**config.mk**
```make
export PLATFORM = sky130hd
export DESIGN_NAME = imu_bias_calibrate_subtract_top_flat
export DESIGN_NICKNAME = d
export VERILOG_FILES = /design/src/hdl/imu_bc_pkg.sv /design/src/hdl/imu_bc_in_if.sv /design/src/hdl/imu_bc_out_if.sv /design/src/hdl/imu_bias_calibrate_subtract_top.sv /design/src/hdl/imu_bc_ctrl.sv /design/src/hdl/imu_bc_sum_lane.sv /design/src/hdl/imu_bc_corr_lane.sv /design/src/flat_wrapper.sv
export SDC_FILE = /design/constraint.sdc
export NUM_CORES = 2
export LEC_CHECK = 0
export BUFFER_PORTS_ARGS = -buffer_cell sky130_fd_sc_hd__buf_2
export CORE_MARGIN = 4
export CORE_UTILIZATION = 53
export CTS_BUF_LIST = sky130_fd_sc_hd__clkbuf_2
export DETAILED_ROUTE_END_ITERATION = 7
export MAX_ROUTING_LAYER = met4
export PLACE_DENSITY_LB_ADDON = 0.12
export SYNTH_ARGS = -nofsm -noshare
export SYNTH_HDL_FRONTEND = slang
export SYNTH_SLANG_ARGS = --single-unit
```
**constraint.sdc**
```tcl
create_clock -name i_clk -period 23.9 [get_ports i_clk]
set_input_delay 1.195 -clock i_clk [delete_from_list [all_inputs] [get_ports i_clk]]
set_output_delay 1.195 -clock i_clk [all_outputs]
set_load 0.05 [all_outputs]
```
**src/hdl/imu_bc_pkg.sv**
```systemverilog
// Shared types and constants for the IMU bias calibrate/subtract block.
`timescale 1ns / 1ps

package imu_bc_pkg;

    localparam int SAMPLES_PER_CAL = 200;

    // Sample counter covers 0 .. SAMPLES_PER_CAL-1
    localparam int CNT_W     = $clog2(SAMPLES_PER_CAL);
    // Largest sum magnitude is (N-1)*65535 < 2**(CNT_W+16)
    localparam int MAG_W     = CNT_W + 16;
    localparam int SUM_W     = MAG_W + 1;
    // Exact reciprocal: floor(a/N) == (a*RECIP) >> DIV_SHIFT for a < 2**MAG_W
    localparam int DIV_SHIFT = MAG_W + CNT_W;
    localparam int RECIP_W   = MAG_W + 2;
    localparam int PROD_W    = MAG_W + RECIP_W;

    localparam logic [63:0] RECIP_FULL =
        ((64'd1 << DIV_SHIFT) + 64'(SAMPLES_PER_CAL) - 64'd1) / 64'(SAMPLES_PER_CAL);
    localparam logic [RECIP_W-1:0] RECIP = RECIP_FULL[RECIP_W-1:0];

    localparam logic [CNT_W-1:0] CNT_LAST  = CNT_W'(SAMPLES_PER_CAL - 1);
    localparam logic [CNT_W-1:0] CNT_FIRST = CNT_W'(1);

    localparam logic [14:0] ACCEL_ONE_G_RST = 15'd8196;

    localparam int NUM_AXES = 6;
    localparam int NUM_SUMS = 3;

    // Request codes carried in the mode field
    localparam logic [1:0] MODE_SAMPLE = 2'd0;
    localparam logic [1:0] MODE_ACCEL  = 2'd1;
    localparam logic [1:0] MODE_GYRO   = 2'd2;
    localparam logic [1:0] MODE_BOTH   = 2'd3;

    typedef struct packed {
        logic [1:0]         mode;
        logic signed [15:0] accel_x;
        logic signed [15:0] accel_y;
        logic signed [15:0] accel_z;
        logic signed [15:0] gyro_x;
        logic signed [15:0] gyro_y;
        logic signed [15:0] gyro_z;
    } t_in_item;

    typedef struct packed {
        logic signed [15:0] accel_x_corr;
        logic signed [15:0] accel_y_corr;
        logic signed [15:0] accel_z_corr;
        logic signed [15:0] gyro_x_corr;
        logic signed [15:0] gyro_y_corr;
        logic signed [15:0] gyro_z_corr;
        logic               wrap_flag;
        logic               gyro_cal_done;
        logic               accel_cal_done;
        logic               cal_busy;
    } t_out_item;

    // Index 0..2 accel X/Y/Z, 3..5 gyro X/Y/Z
    typedef logic [NUM_AXES-1:0][15:0] t_axes;

    typedef struct packed {
        logic add;
        logic clear;
    } t_lane_ctl;

    typedef struct packed {
        logic zero;
        logic load;
    } t_off_ctl;

    typedef struct packed {
        logic zero_gyro;
        logic zero_accel;
        logic load_gyro;
        logic load_accel;
        logic gyro_done;
        logic accel_done;
        logic busy;
    } t_item_flags;

    typedef struct packed {
        t_lane_ctl   lane;
        logic        use_accel;
        t_item_flags flags;
    } t_cal_ctl;

    typedef struct packed {
        t_axes       raw;
        t_item_flags flags;
    } t_stage;

endpackage

```
**src/hdl/imu_bc_in_if.sv**
```systemverilog
// Input channel: raw sample item with valid/ready.
`timescale 1ns / 1ps

interface imu_bc_in_if;
    logic                 valid;
    logic                 ready;
    imu_bc_pkg::t_in_item data;

    modport source (output valid, output data, input ready);
    modport sink   (input valid, input data, output ready);
endinterface

```
**src/hdl/imu_bc_out_if.sv**
```systemverilog
// Output channel: corrected sample and calibration status with valid/ready.
`timescale 1ns / 1ps

interface imu_bc_out_if;
    logic                  valid;
    logic                  ready;
    imu_bc_pkg::t_out_item data;

    modport source (output valid, output data, input ready);
    modport sink   (input valid, input data, output ready);
endinterface

```
**src/hdl/imu_bias_calibrate_subtract_top.sv**
```systemverilog
// Top level: IMU bias subtraction with on-request gyro/accel offset calibration.
`timescale 1ns / 1ps

// Channel     Dir  Handshake         Payload
// i_in        in   valid/ready       mode, accel_x/y/z, gyro_x/y/z
// o_out       out  valid/ready       six corrected axes, wrap, done flags, busy
// i_cfg_*     in   write enable      accel_one_g (15 bits)
//
// One item per cycle while the output is not stalled. Three register stages: accumulate,
// the reciprocal multiply that forms the mean, and the offset subtract into the output
// register; each stage holds its item on a stall and takes a new one whenever the stage
// ahead moves, so bubbles collapse.
// Synchronous active-low reset clears offsets, sums, counter, flags and valids;
// accel_one_g returns to 8196.

module imu_bias_calibrate_subtract_top (
    input  logic                i_clk,
    input  logic                i_rst_n,
    imu_bc_in_if.sink           i_in,
    imu_bc_out_if.source        o_out,
    input  logic                i_cfg_wr_en,
    input  logic [14:0]         i_cfg_wr_data
);

    logic [14:0]          r_accel_one_g;
    logic                 r_v1;
    logic                 r_v2;
    logic                 r_ov;
    imu_bc_pkg::t_stage   r_p1;
    imu_bc_pkg::t_stage   r_p2;
    imu_bc_pkg::t_item_flags r_oflags;

    logic                 out_free;
    logic                 s2_free;
    logic                 s1_free;
    logic                 accept;
    logic                 ld2;
    logic                 ld3;
    imu_bc_pkg::t_cal_ctl cal_ctl;
    imu_bc_pkg::t_axes    n_raw;
    logic signed [16:0]   lane_val [imu_bc_pkg::NUM_SUMS];
    logic [15:0]          lane_mean [imu_bc_pkg::NUM_SUMS];
    logic [15:0]          corr [imu_bc_pkg::NUM_AXES];
    logic [imu_bc_pkg::NUM_AXES-1:0] wrap;

    always_ff @(posedge i_clk) begin
        if (!i_rst_n) begin
            r_accel_one_g <= imu_bc_pkg::ACCEL_ONE_G_RST;
        end else if (i_cfg_wr_en) begin
            r_accel_one_g <= i_cfg_wr_data;
        end
    end

    // stage handshake
    assign out_free   = !r_ov || o_out.ready;
    assign s2_free    = !r_v2 || out_free;
    assign s1_free    = !r_v1 || s2_free;
    assign i_in.ready = s1_free;
    assign accept     = i_in.valid && s1_free;
    assign ld2        = r_v1 && s2_free;
    assign ld3        = r_v2 && out_free;

    always_ff @(posedge i_clk) begin
        if (!i_rst_n) begin
            r_v1 <= 1'b0;
            r_v2 <= 1'b0;
            r_ov <= 1'b0;
        end else begin
            if (s1_free) begin
                r_v1 <= i_in.valid;
            end
            if (s2_free) begin
                r_v2 <= r_v1;
            end
            if (out_free) begin
                r_ov <= r_v2;
            end
        end
    end

    imu_bc_ctrl u_ctrl (
        .i_clk    (i_clk),
        .i_rst_n  (i_rst_n),
        .i_accept (accept),
        .i_mode   (i_in.data.mode),
        .o_ctl    (cal_ctl)
    );

    assign n_raw = {i_in.data.gyro_z, i_in.data.gyro_y, i_in.data.gyro_x,
                    i_in.data.accel_z, i_in.data.accel_y, i_in.data.accel_x};

    // Sums run on raw values: the calibrating sensor's offsets are zero by then.
    always_comb begin
        for (int k = 0; k < imu_bc_pkg::NUM_SUMS; k++) begin
            if (!cal_ctl.use_accel) begin
                lane_val[k] = {n_raw[k + 3][15], n_raw[k + 3]};
            end else if (k == imu_bc_pkg::NUM_SUMS - 1) begin
                lane_val[k] = {n_raw[k][15], n_raw[k]} - {2'b00, r_accel_one_g};
            end else begin
                lane_val[k] = {n_raw[k][15], n_raw[k]};
            end
        end
    end

    generate
        for (genvar k = 0; k < imu_bc_pkg::NUM_SUMS; k++) begin : g_sum
            imu_bc_sum_lane u_sum (
                .i_clk    (i_clk),
                .i_rst_n  (i_rst_n),
                .i_ld_in  (accept),
                .i_ld_mid (ld2),
                .i_ctl    (cal_ctl.lane),
                .i_val    (lane_val[k]),
                .o_mean   (lane_mean[k])
            );
        end
    endgenerate

    always_ff @(posedge i_clk) begin
        if (accept) begin
            r_p1.raw   <= n_raw;
            r_p1.flags <= cal_ctl.flags;
        end
        if (ld2) begin
            r_p2 <= r_p1;
        end
        if (ld3) begin
            r_oflags <= r_p2.flags;
        end
    end

    generate
        for (genvar i = 0; i < imu_bc_pkg::NUM_AXES; i++) begin : g_corr
            imu_bc_pkg::t_off_ctl off_ctl;
            if (i < imu_bc_pkg::NUM_SUMS) begin : g_accel
                assign off_ctl.zero = r_p2.flags.zero_accel;
                assign off_ctl.load = r_p2.flags.load_accel;
            end else begin : g_gyro
                assign off_ctl.zero = r_p2.flags.zero_gyro;
                assign off_ctl.load = r_p2.flags.load_gyro;
            end
            imu_bc_corr_lane u_corr (
                .i_clk   (i_clk),
                .i_rst_n (i_rst_n),
                .i_ld    (ld3),
                .i_raw   (r_p2.raw[i]),
                .i_off   (off_ctl),
                .i_mean  (lane_mean[i % imu_bc_pkg::NUM_SUMS]),
                .o_corr  (corr[i]),
                .o_wrap  (wrap[i])
            );
        end
    endgenerate

    // merge: any lane wrap flags the item
    assign o_out.valid               = r_ov;
    assign o_out.data.accel_x_corr   = corr[0];
    assign o_out.data.accel_y_corr   = corr[1];
    assign o_out.data.accel_z_corr   = corr[2];
    assign o_out.data.gyro_x_corr    = corr[3];
    assign o_out.data.gyro_y_corr    = corr[4];
    assign o_out.data.gyro_z_corr    = corr[5];
    assign o_out.data.wrap_flag      = |wrap;
    assign o_out.data.gyro_cal_done  = r_oflags.gyro_done;
    assign o_out.data.accel_cal_done = r_oflags.accel_done;
    assign o_out.data.cal_busy       = r_oflags.busy;

endmodule

```
**src/hdl/imu_bc_ctrl.sv**
```systemverilog
// Calibration sequencer: request handling, sample counter, gyro-then-accel chaining.
`timescale 1ns / 1ps

module imu_bc_ctrl (
    input  logic                 i_clk,
    input  logic                 i_rst_n,
    input  logic                 i_accept,
    input  logic [1:0]           i_mode,
    output imu_bc_pkg::t_cal_ctl o_ctl
);

    logic                         r_gyro_act;
    logic                         r_accel_act;
    logic [imu_bc_pkg::CNT_W-1:0] r_cnt;
    logic                         n_gyro_act;
    logic                         n_accel_act;
    logic [imu_bc_pkg::CNT_W-1:0] n_cnt;

    always_comb begin
        o_ctl       = '0;
        n_gyro_act  = r_gyro_act;
        n_accel_act = r_accel_act;
        n_cnt       = r_cnt;

        // requests only start from idle
        if (!r_gyro_act && !r_accel_act && i_mode != imu_bc_pkg::MODE_SAMPLE) begin
            if (i_mode == imu_bc_pkg::MODE_ACCEL) begin
                n_accel_act = 1'b1;
            end else begin
                n_gyro_act = 1'b1;
            end
            n_cnt = '0;
        end

        if (n_gyro_act) begin
            if (n_cnt == '0) begin
                o_ctl.flags.zero_gyro = 1'b1;
                o_ctl.lane.clear      = 1'b1;
                n_cnt                 = imu_bc_pkg::CNT_FIRST;
            end else begin
                o_ctl.lane.add = 1'b1;
                if (n_cnt == imu_bc_pkg::CNT_LAST) begin
                    o_ctl.flags.load_gyro = 1'b1;
                    o_ctl.flags.gyro_done = 1'b1;
                    n_gyro_act            = 1'b0;
                    n_accel_act           = 1'b1;
                    n_cnt                 = '0;
                end else begin
                    n_cnt = n_cnt + imu_bc_pkg::CNT_FIRST;
                end
            end
        end

        // same item that ends the gyro run is the discarded first accel item
        if (n_accel_act) begin
            if (n_cnt == '0) begin
                o_ctl.flags.zero_accel = 1'b1;
                o_ctl.lane.clear       = 1'b1;
                n_cnt                  = imu_bc_pkg::CNT_FIRST;
            end else begin
                o_ctl.lane.add  = 1'b1;
                o_ctl.use_accel = 1'b1;
                if (n_cnt == imu_bc_pkg::CNT_LAST) begin
                    o_ctl.flags.load_accel = 1'b1;
                    o_ctl.flags.accel_done = 1'b1;
                    n_accel_act            = 1'b0;
                    n_cnt                  = '0;
                end else begin
                    n_cnt = n_cnt + imu_bc_pkg::CNT_FIRST;
                end
            end
        end

        o_ctl.flags.busy = n_gyro_act || n_accel_act;
    end

    always_ff @(posedge i_clk) begin
        if (!i_rst_n) begin
            r_gyro_act  <= 1'b0;
            r_accel_act <= 1'b0;
            r_cnt       <= '0;
        end else if (i_accept) begin
            r_gyro_act  <= n_gyro_act;
            r_accel_act <= n_accel_act;
            r_cnt       <= n_cnt;
        end
    end

endmodule

```
**src/hdl/imu_bc_sum_lane.sv**
```systemverilog
// One accumulation lane: running sum, final-sum capture, mean by reciprocal multiply.
`timescale 1ns / 1ps

module imu_bc_sum_lane (
    input  logic                  i_clk,
    input  logic                  i_rst_n,
    input  logic                  i_ld_in,
    input  logic                  i_ld_mid,
    input  imu_bc_pkg::t_lane_ctl i_ctl,
    input  logic signed [16:0]    i_val,
    output logic [15:0]           o_mean
);

    logic signed [imu_bc_pkg::SUM_W-1:0] r_sum;
    logic signed [imu_bc_pkg::SUM_W-1:0] r_fin;
    logic signed [imu_bc_pkg::SUM_W-1:0] n_acc;
    logic signed [imu_bc_pkg::SUM_W-1:0] n_sum;
    logic [imu_bc_pkg::SUM_W-1:0]        fin_abs;
    logic [imu_bc_pkg::MAG_W-1:0]        mag;
    logic [imu_bc_pkg::PROD_W-1:0]       prod;
    logic [15:0]                         r_q;
    logic                                r_neg;

    assign n_acc = r_sum + {{(imu_bc_pkg::SUM_W - 17){i_val[16]}}, i_val};

    always_comb begin
        priority if (i_ctl.clear) begin
            n_sum = '0;
        end else if (i_ctl.add) begin
            n_sum = n_acc;
        end else begin
            n_sum = r_sum;
        end
    end

    always_ff @(posedge i_clk) begin
        if (!i_rst_n) begin
            r_sum <= '0;
        end else if (i_ld_in) begin
            r_sum <= n_sum;
        end
    end

    // sum including this item, used only by the item that ends a run
    always_ff @(posedge i_clk) begin
        if (i_ld_in) begin
            r_fin <= n_acc;
        end
    end

    // truncate toward zero: divide the magnitude, restore the sign after
    assign fin_abs = r_fin[imu_bc_pkg::SUM_W-1] ? (imu_bc_pkg::SUM_W'(0) - r_fin) : r_fin;
    assign mag     = fin_abs[imu_bc_pkg::MAG_W-1:0];
    assign prod    = imu_bc_pkg::PROD_W'(mag) * imu_bc_pkg::PROD_W'(imu_bc_pkg::RECIP);

    always_ff @(posedge i_clk) begin
        if (i_ld_mid) begin
            r_q   <= prod[imu_bc_pkg::DIV_SHIFT +: 16];
            r_neg <= r_fin[imu_bc_pkg::SUM_W-1];
        end
    end

    assign o_mean = r_neg ? (16'd0 - r_q) : r_q;

endmodule

```
**src/hdl/imu_bc_corr_lane.sv**
```systemverilog
// One axis lane: offset register and wrapped subtraction with wrap detect.
`timescale 1ns / 1ps

module imu_bc_corr_lane (
    input  logic                 i_clk,
    input  logic                 i_rst_n,
    input  logic                 i_ld,
    input  logic [15:0]          i_raw,
    input  imu_bc_pkg::t_off_ctl i_off,
    input  logic [15:0]          i_mean,
    output logic [15:0]          o_corr,
    output logic                 o_wrap
);

    logic [15:0] r_off;
    logic [15:0] r_corr;
    logic        r_wrap;
    logic [16:0] diff;

    assign diff = {i_raw[15], i_raw} - {r_off[15], r_off};

    always_ff @(posedge i_clk) begin
        if (!i_rst_n) begin
            r_off <= '0;
        end else if (i_ld) begin
            priority if (i_off.zero) begin
                r_off <= '0;
            end else if (i_off.load) begin
                r_off <= i_mean;
            end
        end
    end

    // correction uses the offset held before this item's update
    always_ff @(posedge i_clk) begin
        if (i_ld) begin
            r_corr <= diff[15:0];
            r_wrap <= diff[16] ^ diff[15];
        end
    end

    assign o_corr = r_corr;
    assign o_wrap = r_wrap;

endmodule

```
**src/flat_wrapper.sv**
```systemverilog
// flat-port wrapper written by rule: the top's interface ports become plain ports
module imu_bias_calibrate_subtract_top_flat 
  (i_clk, i_rst_n, i_cfg_wr_en, i_cfg_wr_data, i_in_valid, i_in_data, i_in_ready, o_out_valid, o_out_data, o_out_ready);
  imu_bc_in_if i_in_i ();
  imu_bc_out_if o_out_i ();
  input  logic i_clk;
  input  logic i_rst_n;
  input  logic i_cfg_wr_en;
  input  logic [14:0] i_cfg_wr_data;
  input wire logic [$bits(i_in_i.valid)-1:0] i_in_valid;
  input wire logic [$bits(i_in_i.data)-1:0] i_in_data;
  output wire logic [$bits(i_in_i.ready)-1:0] i_in_ready;
  output wire logic [$bits(o_out_i.valid)-1:0] o_out_valid;
  output wire logic [$bits(o_out_i.data)-1:0] o_out_data;
  input wire logic [$bits(o_out_i.ready)-1:0] o_out_ready;
  assign i_in_i.valid = i_in_valid;
  assign i_in_i.data = i_in_data;
  assign i_in_ready = i_in_i.ready;
  assign o_out_valid = o_out_i.valid;
  assign o_out_data = o_out_i.data;
  assign o_out_i.ready = o_out_ready;
  imu_bias_calibrate_subtract_top u_core (.i_clk(i_clk), .i_rst_n(i_rst_n), .i_in(i_in_i), .o_out(o_out_i), .i_cfg_wr_en(i_cfg_wr_en), .i_cfg_wr_data(i_cfg_wr_data));
endmodule
```
## Yosys cells after proc, flatten, opt, wreduce, memory -nomap -nowiden

Cells that the tools add are included.

| word-level totals | value |
|---|---|
| flip-flop bits (word level) | 632 |
| bits of input ports | 118 |
| output and inout bits | 102 |
| logic and storage cells | 177 |

| operators by class | value |
|---|---|
| add/sub/neg operators | 18 |
| multiply operators | 3 |
| equal/unequal tests | 3 |
| mux-type cells | 57 |
| bitwise logic cells | 8 |
| reductions and logical operators | 26 |

Operators by type and width:

| cell | number |
|---|---|
| $mux W16 | 15 |
| $mux W25 | 6 |
| $mul A24 B25 Y48 const B | 3 |
| $sub A16 B16 Y17 | 7 |
| $add A25 B25 Y25 | 3 |
| $mux W24 | 3 |
| $sub A1 B24 Y24 const A | 3 |
| $mux W8 | 7 |
| $mux W17 | 3 |
| $sub A1 B16 Y16 const A | 3 |
| $mux W1 | 21 |
| $add A8 B1 Y8 const B | 2 |
| $eq A8 B8 Y1 const B | 2 |
| $logic_not A8 Y1 | 2 |
| $reduce_bool A2 Y1 | 4 |
| $reduce_and A2 Y1 | 3 |
| $reduce_or A6 Y1 | 1 |
| $xor A1 B1 Y1 | 6 |
| $logic_and A1 B1 Y1 | 5 |
| $logic_not A1 Y1 | 5 |
| $logic_or A1 B1 Y1 | 4 |
| $reduce_or A2 Y1 | 2 |
| $mux W3 | 1 |
| $eq A2 B1 Y1 const B | 1 |
| 2 further kinds | 3 |

## Longest topological paths before layout

| depth | value |
|---|---|
| depth in word-level cells | 15 |
| depth in mapped cells | 32 |
| mapped depth without buffers | 32 |

## By module

From an unflattened synthesis, not the netlist that was laid out.

| second synthesis, totals | value |
|---|---|
| cell total of the unflattened synthesis | 5738 |
| area total of the unflattened synthesis | 61346.3 um2 |

By module, submodules not included:

| module | instances | cells each | area each (um2) | sequential area each (um2) |
|---|---|---|---|---|
| imu_bc_sum_lane (u_core.g_sum[0].u_sum) | 1 | 1313 | 13386.6 | 1761.7 |
| imu_bc_sum_lane (u_core.g_sum[2].u_sum) | 1 | 1327 | 13286.5 | 1761.7 |
| imu_bc_sum_lane (u_core.g_sum[1].u_sum) | 1 | 1267 | 13057.5 | 1761.7 |
| imu_bc_corr_lane | 6 | 200 | 1983.2 | 830.8 |
| imu_bias_calibrate_subtract_top | 1 | 461 | 8363.0 | 6636.4 |
| imu_bc_ctrl | 1 | 170 | 1353.8 | 200.2 |

## Least setup slack after synthesis

No wires, ideal clock.

| timing | value |
|---|---|
| path type | input -> register |
| from | in o_out_ready |
| to | reg u_core.r_p2, in the netlist u_core.g_corr[0].off_ctl[0], enable pin |
| setup time | 896 ps |
| data arrival time | 12246 ps |
| data required time | 23004 ps |
| setup slack | 10758 ps |
| cell stages on the path | 2 |
| path buffers | 0 |
| cells stage by stage | nor2b_1 a21boi_0 |

| between the ends | value |
|---|---|
| word-level cells in the longest chain between the ends | 3 |

Ends and longest elaborated chain:

| what | line | source |
|---|---|---|
| from (decl) | flat_wrapper.sv:15 | `input wire logic [$bits(o_out_i.ready)-1:0] o_out_ready;` |
| $logic_or A1 B1 Y1 | imu_bias_calibrate_subtract_top.sv:55 | `assign out_free = !r_ov \|\| o_out.ready;` |
| $logic_or A1 B1 Y1 | imu_bias_calibrate_subtract_top.sv:56 | `assign s2_free = !r_v2 \|\| out_free;` |
| $logic_and A1 B1 Y1 | imu_bias_calibrate_subtract_top.sv:60 | `assign ld2 = r_v1 && s2_free;` |
| named net u_core.g_sum[0].u_sum.i_ld_mid | imu_bc_sum_lane.sv:8 | `input logic i_ld_mid,` |
| to (signal assigned) | imu_bias_calibrate_subtract_top.sv:125 | `r_p2 <= r_p1;` |
| to (decl) | imu_bias_calibrate_subtract_top.sv:30 | `imu_bc_pkg::t_stage r_p2;` |

The timed path passes the listed nets, and every way through them passes these cells.
A chain may end at the register's enable or synchronous reset.

## Final worst setup path

| timing | value |
|---|---|
| from | reg u_core.g_sum[2].u_sum.r_fin[2] (netlist name) |
| to | reg u_core.g_sum[2].u_sum.r_q[15], data pin |

| between the ends | value |
|---|---|
| word-level cells in the longest chain between the ends | 3 |

Ends and longest elaborated chain:

| what | line | source |
|---|---|---|
| from (decl) | imu_bc_sum_lane.sv:15 | `logic signed [imu_bc_pkg::SUM_W-1:0] r_fin;` |
| from (signal assigned) | imu_bc_sum_lane.sv:47 | `r_fin <= n_acc;` |
| $sub A1 B24 Y24 | imu_bc_sum_lane.sv:52 | `assign fin_abs = r_fin[imu_bc_pkg::SUM_W-1] ? (imu_bc_pkg::SUM_W'(0) - r_fin) : r_fin;` |
| $mux W24 (*) | imu_bc_sum_lane.sv:52 |  |
| $mul A24 B25 Y48 (*) | imu_bc_sum_lane.sv:54 | `assign prod = imu_bc_pkg::PROD_W'(mag) * imu_bc_pkg::PROD_W'(imu_bc_pkg::RECIP);` |
| named net u_core.g_sum[2].u_sum.prod (one bit) | imu_bc_sum_lane.sv:20 | `logic [imu_bc_pkg::PROD_W-1:0] prod;` |
| to (signal assigned) | imu_bc_sum_lane.sv:58 | `r_q <= prod[imu_bc_pkg::DIV_SHIFT +: 16];` |
| to (decl) | imu_bc_sum_lane.sv:21 | `logic [15:0] r_q;` |

The timed path passes the listed nets; every way through them passes the cells marked *.

==> summary.txt <==
First-pass DRT Iterations = 5
Leading area contributor after synthesis = edfxtp_1
Vias post-DR = 40231
Crit-path most repeated cell = fa_1
CP required = 25.06 ns
Fin worst setup slack = 14.64 ns
Reg area = 0.0170 mm^2
CP arrival = 10.43 ns
Reg clk slew, reported paths = 0.10 ns
Commonest cells in the netlist = inv_1, ha_1, fa_1
CP delay by family, top = adder cells
Area occupied by multi-input gates = 0.0370 mm^2
Critical Path End Type = flip-flop
PortBufs = 219
HPWL after detailed placement = 124000 um
Share of cells above drive strength 1 = 9.60%
IO Pins = 220
Synth Instances = 5523
NumNets Final = 7642
#FFs+latches synth = 632
Initial DRC count = 2481
Num CTS Buffers = 170
Number of global-route vias before repair = 41714
Crit start category = flip-flop
Fillers = 9500
# DRC = 0
Placer Congestion = 0.972
Syn Nets = 7184
Metal-1 WL = 67300 um
Tmin final = 9.26 ns
Die Area = 0.116 mm^2
Setup TNS Final = 0 ns
F_max = 108 MHz
Area Growth Syn to Fin = 9.98%
Register area share after synthesis = 29.0%
Max_slew headroom = 22.6%
Critical path fanouts, max = 6
Yosys warning total = 0
Post-Layout Cell Count = 7610
MaxCap Viol Count = 0
Initial antenna violation count = 10
DR top layer = met4
Htree depth = 4
CTS Root Cell = clkbuf_2
Placed Cells incl. Taps = 7169
Final ANT Viol Nets = 0
Slowest cell on crit path = fa_1
RSZ-0062 raised after global routing = no
Grt total ovfl = 0
Worst hold-check path type = in -> reg
Buf+Inv Stages, Crit Path = 2
Largest net degree at the start of global routing = 153
Mean post-synth cell area = 10.6 um^2
Final setup violation count = 0
Final Skew = 0.166 ns
Die width = 340 um
Clock sink count = 632
Post-synth EDFFs = 433
Pre-CTS WS = 14.62 ns
WL met3 = 7810 um
Avg Vias per Cell = 5.29
Die span in y = 340 um
Post-Route WL = 151000 um
Main flop type after synthesis = edfxtp_1
Status = completed
Total track usage = 27.3%
First-pass GRT wire length = 236000 um
Post-CTS Setup Bufs = 0
Row count = 121
Post-Syn Area = 0.0585 mm^2
Final Cycle Share = 38.8%
Met2 wire len = 72200 um
Max Root-Sink Buffers = 3
CTS tree = yes
Hold Vio Cnt, Final = 0
Placeable Area = 0.109 mm^2
Final Slew Violations = 0
Slew @ Worst Pin = 1.15 ns
Avg WL per Cell = 19.9 um
Distinct cell type count after synthesis = 87
Clk Latency, worst-skew pair = 1.50 ns
Post-synth ARST share = 0%
Initial Util = 53.6%
Post-synth top area share = 22.2%
Kind of critical path = reg -> reg
Critical Path Max Stage Delay = 0.57 ns
Ranking of synthesized cells by area = edfxtp_1, fa_1, ha_1
Most frequent cell after synthesis = inv_1
Worst hold slack = 0.253 ns
[layer usage]
layer	vias up	global-route usage [%]
li1	19461	-
met5	-	-
met1	19619	35.9
met4	0	6.97
met2	936	44.4
met3	215	4.43
[state kept, by name, indices dropped and copies added, names as in the netlist, 6 cells and up]
| name | count |
|---|---|
| u_core.g_sum.u_sum.r_q | 48 |
| u_core.g_corr.u_corr.r_off | 96 |
| u_core.g_corr.u_corr.o_corr | 96 |
| u_core.g_sum.u_sum.r_sum | 75 |
| u_core.g_corr.u_corr.o_wrap | 6 |
| u_core.r_accel_one_g | 15 |
| u_core.r_p1 | 101 |
| u_core.r_p2 | 97 |
| u_core.g_sum.u_sum.r_fin | 75 |
| u_core.u_ctrl.r_cnt | 8 |
[through the flow]
stage	cell area (um^2)	utilization [%]
2_1_floorplan	58500	-
3_3_place_gp	61500	56.3
3_5_place_dp	61500	56.3
4_1_cts	64300	58.9
5_1_grt	64300	58.9
6_report	64300	58.9
[placed cells by master (no fill, tap or decap), types with 45 or more instances in the layout]
cell	Yosys	final
dfxtp_1	199	199
o21ai_0	129	129
buf_2	10	219
xor2_1	102	102
clkinv_1	0	45
nand3_1	64	64
a21oi_1	209	209
nor2_1	370	368
nor3_1	66	66
clkbuf_2	0	249
a22oi_1	118	118
inv_1	1130	1129
dlygate4sd3_1	0	116
nand2_1	257	257
fa_1	611	611
a21o_1	84	84
xnor2_1	226	226
ha_1	932	932
edfxtp_1	433	433
[worst min-delay path, stage by stage]
cell and delay [ns]:
buf_2 0.26, mux2i_1 0.17, nor2_1 0.07
[layout make-up]
type / count / area share, %
antenna: 7 / 0.0272
clock buffer: 249 / 1.94
clock inverter: 69 / 0.675
inverter: 1133 / 6.63
multi-input combinational: 3674 / 57.5
sequential: 632 / 26.4
tap: 1476 / 2.87
timing repair buffer: 370 / 3.94
[cell families after synthesis]
| kind of cell | after synthesis | share of synthesized area, % |
|---|---|---|
| adder cells (fa/ha/maj) | 1543 | 40.9 |
| buffers and inverters | 1217 | 7.84 |
| multiplexers | 21 | 0.381 |
| XOR/XNOR | 330 | 4.97 |
| AND/OR/NAND/NOR | 967 | 7.58 |
| AO/OA/AOI/OAI | 813 | 9.34 |
| flip-flops | 632 | 29.0 |
[worst paths after layout]
kind / end / cells past startpoint / slack (ns) / from
max: u_core.g_sum[2].u_sum.r_q[15] / 29 / 14.64 / u_core.g_sum[2].u_sum.r_fin[2]
min: u_core.r_accel_one_g[4] / 3 / 0.25 / i_cfg_wr_en
max reg2reg: u_core.g_sum[2].u_sum.r_q[15] / 29 / 14.64 / u_core.g_sum[2].u_sum.r_fin[2]
min reg2reg: u_core.r_p2[32] / 0 / 0.30 / u_core.r_p1[32]
[what timing repair did]
item | in CTS | in global routing
gates resized for setup | 0 | 0
endpoints found under the hold margin | 115 | 0
hold buffers | 116 | 0
Power is left out: the tool's default activity adds up to more than one toggle a clock period on the data nets, which glitch-free logic cannot reach.
